File: src/design/soc_pkg.sv
// Shared types and constants for the segment obstacle clearance block.
// No dependencies.
package soc_pkg;
   localparam int DEPTH_DEFAULT = 64;
   localparam int COORD_DEFAULT = 24;
   localparam int IDX_BITS = 6;
   localparam int RAD_BITS = 16;
   localparam int TOL_BITS = 16;
   localparam logic [TOL_BITS-1:0] TOL_RESET = 16'd300;
   localparam logic [1:0] OP_WRITE = 2'd0;
   localparam logic [1:0] OP_REMOVE = 2'd1;
   localparam logic [1:0] OP_QUERY = 2'd2;

   // query context carried along the check pipeline
   typedef struct packed {
      logic        escape;
      logic [RAD_BITS-1:0] agent_r;
      logic [TOL_BITS-1:0] tol;
   } query_ctl_type;
endpackage

File: src/design/soc_slot.sv
// One chain cell: holds one obstacle slot and shifts it to its neighbor while scanning.
// Depends on soc_pkg.
module soc_slot import soc_pkg::*; #(
   parameter int COORD_BITS = COORD_DEFAULT
) (
   input  logic                         clock,
   input  logic                         reset,
   input  logic                         load,
   input  logic                         clear,
   input  logic                         shift,
   input  logic signed [COORD_BITS-1:0] ld_x, ld_y, ld_z,
   input  logic [RAD_BITS-1:0]          ld_r,
   input  logic                         nb_v,
   input  logic signed [COORD_BITS-1:0] nb_x, nb_y, nb_z,
   input  logic [RAD_BITS-1:0]          nb_r,
   output logic                         v_ff,
   output logic signed [COORD_BITS-1:0] x_ff, y_ff, z_ff,
   output logic [RAD_BITS-1:0]          r_ff
);
   always_ff @(posedge clock) begin
      if (reset) v_ff <= 1'b0;
      else if (shift) v_ff <= nb_v;
      else if (load) v_ff <= 1'b1;
      else if (clear) v_ff <= 1'b0;
      if (shift) begin
         x_ff <= nb_x; y_ff <= nb_y; z_ff <= nb_z; r_ff <= nb_r;
      end else if (load) begin
         x_ff <= ld_x; y_ff <= ld_y; z_ff <= ld_z; r_ff <= ld_r;
      end
   end
endmodule
File: config.mk
export PLATFORM = sky130hd
export DESIGN_NAME = soc_slot
export DESIGN_NICKNAME = d
export VERILOG_FILES = /design/src/design/soc_pkg.sv /design/src/design/soc_slot.sv
export SDC_FILE = /design/constraint.sdc
export NUM_CORES = 1
export LEC_CHECK = 0
export BUFFER_PORTS_ARGS = -buffer_cell sky130_fd_sc_hd__buf_2
export CORE_AREA = 2 2 105 107
export DETAILED_ROUTE_END_ITERATION = 10
export DIE_AREA = 0 0 107 109
export PLACE_DENSITY = 0.79
export SKIP_CTS_REPAIR_TIMING = 1
export SYNTH_ARGS = -nofsm -noshare
export SYNTH_HDL_FRONTEND = slang
export SYNTH_SLANG_ARGS = --single-unit
File: constraint.sdc
create_clock -name clock -period 6.5 [get_ports clock]
set_clock_uncertainty 0.2 [all_clocks]
set_input_delay 0.65 -clock clock [delete_from_list [all_inputs] [get_ports clock]]
set_output_delay 0.65 -clock clock [all_outputs]
set_load 0.02 [all_outputs]
# --- Word-level counts from Yosys, hierarchy flattened ---
# Index checks and enable logic that the tools add are counted.
classes:
  addsub: 0
  multipliers: 0
  div: 0
  magnitude_cmp: 0
  eq_ne: 0
  n_shift: 0
  muxes: 11
  bitwise_logic: 0
  n_reduce_logical: 2
ops:
  columns: ["op", "n"]
  rows:
  - ["$mux W24", 6]
  - ["$mux W16", 2]
  - ["$mux W1", 3]
  - ["$reduce_bool A3 Y1", 1]
  - ["$reduce_bool A2 Y1", 1]
totals:
  register_bits: 89
  latchBits: 0
  ram_bits: 0
  mem_bits_ro: 0
  in_bits: 182
  out_inout_bits: 89
  n_memories: 0

# --- Longest topological paths before layout ---
# Gate-level depths: netlist of the first run.
logic_depth:
  ltp_word: 3
  mapped_depth: 4
  depth_no_buf: 2

# --- Least setup slack after synthesis of the first run ---
# No wires, ideal clock.
synth_path:
  kind: "input to register"
  startpoint: "input port shift"
  endpoint: "register r_ff[0], enable pin"
  arrival_time_ns: 2.657
  t_required_ns: 5.858
  path_slack_ns: 3.201
  cell_stages: 4
  n_path_buf: 2
  path_cell_list: "buf_6 > buf_12 > nor2_1 > inv_1"
synth_between:
  elab_chain_cells: 1
synth_lines:
  columns: ["element", "line", "rtl"]
  rows:
  - ["start, declared", "soc_slot.sv:10", "input logic shift,"]
  - ["$reduce_bool A2 Y1 (no source line)", null, null]
  - ["end signal, assigned", "soc_slot.sv:26", "x_ff <= nb_x; y_ff <= nb_y; z_ff <= nb_z; r_ff <= nb_r;"]
  - ["end signal, assigned", "soc_slot.sv:28", "x_ff <= ld_x; y_ff <= ld_y; z_ff <= ld_z; r_ff <= ld_r;"]
  - ["end, declared", "soc_slot.sv:18", "output logic [RAD_BITS-1:0] r_ff"]
# Every way passes these cells.
# A chain may end at the register's enable or synchronous reset.

# --- Final worst setup path of the first run ---
layout_path:
  startpoint: "input port shift"
  endpoint: "register z_ff[9], enable pin"
layout_between:
  elab_chain_cells: 1
layout_lines:
  columns: ["element", "line", "rtl"]
  rows:
  - ["$reduce_bool A2 Y1 (no source line)", null, null]
  - ["end signal, assigned", "soc_slot.sv:26", null]
  - ["end signal, assigned", "soc_slot.sv:28", null]
  - ["end, declared", "soc_slot.sv:17", "output logic signed [COORD_BITS-1:0] x_ff, y_ff, z_ff,"]
# Every way passes these cells.

==> metrics, run 1 <==
number of nets in the layout=647; DR vias=2713; Crit Path Max Fanout=88; Synthesized Nets=374; clock sinks=89; CP arrival=2.11 ns; number of top-level pins=271; Mapped Area=0.00382 mm^2; worst-skew pair later-pin latency=0.34 ns; DRC viols=0; starting density of the core=36.0%; GRT Util Overall=15.0%; GR peak layer=met2; initial antenna violation count=1; CP max stage cell=buf_4; total power=1.34 mW; 1st-pass router iterations=4; maxcap violations=0; CP Capture Type=register; RePlAce Congestion=0.797; antenna-violating nets left=0; max incr delay on CP=0.81 ns; Hold Vio Cnt, Final=0; crit share post-route=36.2%; post-route setup slack=4.15 ns; Non-Filler Instances=610; status=completed; most common cell after layout, fill and taps aside=buf_2; core area=0.0106 mm^2; Ys Warns=0; share of post-route cells with drive strength above 1=79.1%; met2 Track Usage GR=27.4%; largest net degree at the start of global routing=89; Area contributors post-synth=edfxtp_1 (69%), mux2_2 (26%), clkbuf_8 (2.9%); placed cell count=594; fraction of the yosys area taken by sequential cells=69.7%; Syn Inst Count=192; Post-Route WL=9160 um; Setup CP Type=input port to register; top cell type's share of synthesized area=69.2%; worst path required time=6.26 ns; Distinct cells, synth=10; CTS tree=done; max_slew headroom=27.4%; Clock Pin Slew Worst Setup and Hold Paths=0.08 ns; GRT met3 Usage=6.34%; drt via density=4.45; Pleak=2.43 nW; Tmin final=2.35 ns; Rows=38; number of global-route vias before repair=2708; Area growth syn-to-layout=41.4%; die area=0.0117 mm^2; flops & latches, synth=89; Max Fclk=0.425 GHz; Bufs and invs on worst path=3; initial drt markers=71; worst slack, placed=3.77 ns; die height=109 um; most frequent cells in the layout=buf_2 (269), mux2_2 (88), edfxtp_1 (88); most frequent CP cell=buf_4; IO buf count=270; PD cells=248 mW/mm^2; critical-path cell list=buf_4 > nor2_1 > clkinv_2 > buf_4; TritonCTS Buffers=9; first-pass GRT wire length=13100 um; RSZ-0062 raised after global routing=no; setup TNS=0 ns; clock root cell=clkbuf_8; wire per inst=15.0 um; Worst VDD drop=0.000111 V; Slew @ Worst Pin=1.09 ns; Slew Viols, Final=0; post-synth top area cell=edfxtp_1; Hold Crit Class=input port to register; # diodes=0; Die Wd=107 um; syn avg cell area=19.9 um^2; Clock Tree Buf Depth=2; cell family with most CP delay=buffers and inverters; H-tree lvl count=3; # setup viols final=0; Critical Path Start Type=input port; gr ovfl total=0; M1 GR Usage=15.1%
[Yosys cell counts]
| master | count |
|---|---|
| nand2b_1 | 1 |
| dfxtp_1 | 1 |
| buf_12 | 1 |
| clkbuf_8 | 8 |
| nor2_1 | 1 |
| mux2_2 | 88 |
| inv_1 | 2 |
| buf_6 | 1 |
| edfxtp_1 | 88 |
| a221oi_1 | 1 |
[through the flow]
step / utilization (%) / hold slack (ns) / cell area [um^2]
after global routing: 51.0 / 0.239 / 5400
after CTS: 51.0 / 0.234 / 5400
final: 51.0 / 0.261 / 5400
after detailed placement: 49.3 / 0.281 / 5230
after global placement: 49.3 / 0.270 / 5230
after floorplan: - / 0.355 / 3820
[worst paths after layout]
kind,startpoint,end,slack [ns],cells past startpoint
worst max-delay path,shift,z_ff[9]$_DFFE_PP_,4.15,4
worst min-delay path,reset,v_ff$_SDFFE_PP0P_,0.26,2
worst max register to register,v_ff$_SDFFE_PP0P_,v_ff$_SDFFE_PP0P_,5.56,2
worst min register to register,v_ff$_SDFFE_PP0P_,v_ff$_SDFFE_PP0P_,0.30,2
[area by class of cell]
cell class	count	area, um^2
tap	140	175
inverter	2	8.76
fill	927	5200
timing repair buffer	272	1370
clock buffer	11	131
multi-input combinational	91	1010
sequential	89	2660
clock inverter	5	46.3
[state kept, by name, indices dropped and copies added, names as in the netlist]
| signal | count |
|---|---|
| z_ff | 24 |
| r_ff | 16 |
| x_ff | 24 |
| y_ff | 24 |
| v_ff | 1 |
[routing by layer]
metal	up-vias	share of wire, %
li1	1297	-
met1	1252	35
met2	146	54
met3	16	9.8
met4	2	1.6
met5	-	0.12
[report_power, final]
part	switching, mW	total, mW	internal, mW
registers	0.0152	0.718	0.703
logic	0.151	0.268	0.118
clock network	0.177	0.351	0.174
total	0.343	1.34	0.995
[worst reg2reg max path, stage by stage, from the launching register on]
cell	delay (ns)
dfxtp_1	0.34
nand2b_1	0.06
a221oi_1	0.25
[cell families (layout without fill, tap and decap cells)]
kind of cell / Yosys count / after routing / share of synthesized area, %
buffers and inverters: 12 / 290 / 3.90
and+or+nand+nor: 2 / 2 / 0.262
AOI/OAI and AO/OA: 1 / 1 / 0.229
muxes: 88 / 88 / 25.9
DFF: 89 / 89 / 69.7
No activity file was read; power rests on OpenSTA's default activity.
==> run 2, diff against run 1 <==
--- a/config.mk
+++ b/config.mk
@@ -5,11 +5,12 @@
 export SDC_FILE = /design/constraint.sdc
 export NUM_CORES = 1
 export LEC_CHECK = 0
+export ABC_AREA = 1
 export BUFFER_PORTS_ARGS = -buffer_cell sky130_fd_sc_hd__buf_2
-export CORE_AREA = 2 2 105 107
+export CORE_MARGIN = 2
+export CORE_UTILIZATION = 37
 export DETAILED_ROUTE_END_ITERATION = 10
-export DIE_AREA = 0 0 107 109
-export PLACE_DENSITY = 0.79
+export PLACE_DENSITY = 0.83
 export SKIP_CTS_REPAIR_TIMING = 1
 export SYNTH_ARGS = -nofsm -noshare
 export SYNTH_HDL_FRONTEND = slang
==> constraint.sdc (replaced) <==
create_clock -name clock -period 1.88 [get_ports clock]
set_clock_uncertainty 0.2 [all_clocks]
set_input_delay 0.188 -clock clock [delete_from_list [all_inputs] [get_ports clock]]
set_output_delay 0.188 -clock clock [all_outputs]
set_load 0.02 [all_outputs]
==> run 2 against run 1 <==
The run now fails in 5_1_grt. Synthesized area hardly changed. Synthesized cell count is 98% higher.
==> metrics, run 2 <==
status=stopped before the end; Halt Stage=5_1_grt; stop err=[ERROR RSZ-0060] Max buffer count reached.; commonest cells in the netlist=nand2_1 (264), edfxtp_1 (88), buf_2 (14), buf_6 (5), nor2_1 (3); flops & latches, synth=89; Distinct cells, synth=10; placed cell count=773; Mapped Area=0.00382 mm^2; top cell type's share of synthesized area=69.2%; Die Wd=106 um; IO buf count=270; clock sinks=89; die height=106 um; number of top-level pins=271; Clock Tree Buf Depth=2; cell with the most instances after synthesis=nand2_1; Rows=37; RePlAce Congestion=0.849; dpl hpwl=7920 um; post-synth top area cell=edfxtp_1; Post-synth EDFFs=88; Area contributors post-synth=edfxtp_1 (69%), nand2_1 (26%), buf_2 (1.8%); async set or reset register ratio after synthesis=0%; Area after DPL=0.00530 mm^2; clock root cell=clkbuf_8; starting density of the core=37.5%; Ys Warns=0; TritonCTS Buffers=9; syn avg cell area=10.0 um^2; Synthesized Nets=562; fraction of the yosys area taken by sequential cells=69.7%; Main synth FF type=edfxtp_1; largest net degree at the start of global routing=54; Syn Inst Count=380; H-tree lvl count=3
[run 2: logic make-up after synthesis]
| logic type | synth area share [%] |
|---|---|
| and+or+nand+nor | 26.4 |
| DFF | 69.7 |
| AOI/OAI and AO/OA | 0.197 |
| buffers and inverters | 3.67 |
[run 2: through the flow]
stage                     worst slack [ns]  utilization [%]  hold slack (ns)
after floorplan                      0.209                -            0.154
after global placement               0.633             52.1            0.247
after detailed placement             0.609             52.1            0.250
after CTS                            0.532             54.1           -0.138
==> run 3, diff against run 2 <==
--- a/config.mk
+++ b/config.mk
@@ -7,10 +7,10 @@
 export LEC_CHECK = 0
 export ABC_AREA = 1
 export BUFFER_PORTS_ARGS = -buffer_cell sky130_fd_sc_hd__buf_2
-export CORE_MARGIN = 2
-export CORE_UTILIZATION = 37
+export CORE_AREA = 2 2 104 106
 export DETAILED_ROUTE_END_ITERATION = 10
-export PLACE_DENSITY = 0.83
+export DIE_AREA = 0 0 106 108
+export PLACE_DENSITY_LB_ADDON = 0.15
 export SKIP_CTS_REPAIR_TIMING = 1
 export SYNTH_ARGS = -nofsm -noshare
 export SYNTH_HDL_FRONTEND = slang
==> constraint.sdc (replaced) <==
create_clock -name clock -period 2.4 [get_ports clock]
set_clock_uncertainty 0.2 [all_clocks]
set_input_delay 0.24 -clock clock [delete_from_list [all_inputs] [get_ports clock]]
set_output_delay 0.24 -clock clock [all_outputs]
set_load 0.02 [all_outputs]
==> run 3 against run 2 <==
The run again fails in 5_1_grt. Synthesized cell count is the same. Synthesized area unchanged.
==> metrics, run 3 <==
status=stopped before the end; Main synth FF type=edfxtp_1; number of top-level pins=271; dpl hpwl=7500 um; post-synth top area cell=edfxtp_1; H-tree lvl count=3; clock root cell=clkbuf_8; syn avg cell area=10.0 um^2; starting density of the core=37.3%; commonest cells in the netlist=nand2_1 (264), edfxtp_1 (88), buf_2 (14), buf_6 (5), nor2_1 (3); Halt Stage=5_1_grt; flops & latches, synth=89; Area contributors post-synth=edfxtp_1 (69%), nand2_1 (26%), buf_2 (1.8%); Syn Inst Count=380; async set or reset register ratio after synthesis=0%; clock sinks=89; Post-synth EDFFs=88; Distinct cells, synth=10; Rows=37; Clock Tree Buf Depth=2; Ys Warns=0; Mapped Area=0.00382 mm^2; Synthesized Nets=562; die height=108 um; top cell type's share of synthesized area=69.2%; IO buf count=270; stop err=[ERROR RSZ-0060] Max buffer count reached.; cell with the most instances after synthesis=nand2_1; TritonCTS Buffers=9; Die Wd=106 um; largest net degree at the start of global routing=90; fraction of the yosys area taken by sequential cells=69.7%; RePlAce Congestion=0.821
## run 3: cell counts after synthesis
Identical to the previous run, type by type.
## run 3: cells by family after synthesis
logic type | synth area share, %
AND/OR/NAND/NOR | 26.4
flip-flops | 69.7
buffers and inverters | 3.67
AO/OA/AOI/OAI | 0.197
## run 3: through the flow
step | cells | setup WS, ns | area (um^2) | utilization (%) | hold WS, ns
after floorplan | 380 | 0.207 | 3820 | - | 0.206
after CTS | 787 | 0.993 | 5520 | 53.9 | -0.0715
after global placement | 771 | 0.731 | 5270 | 51.5 | 0.300
after detailed placement | 771 | 0.704 | 5270 | 51.5 | 0.305
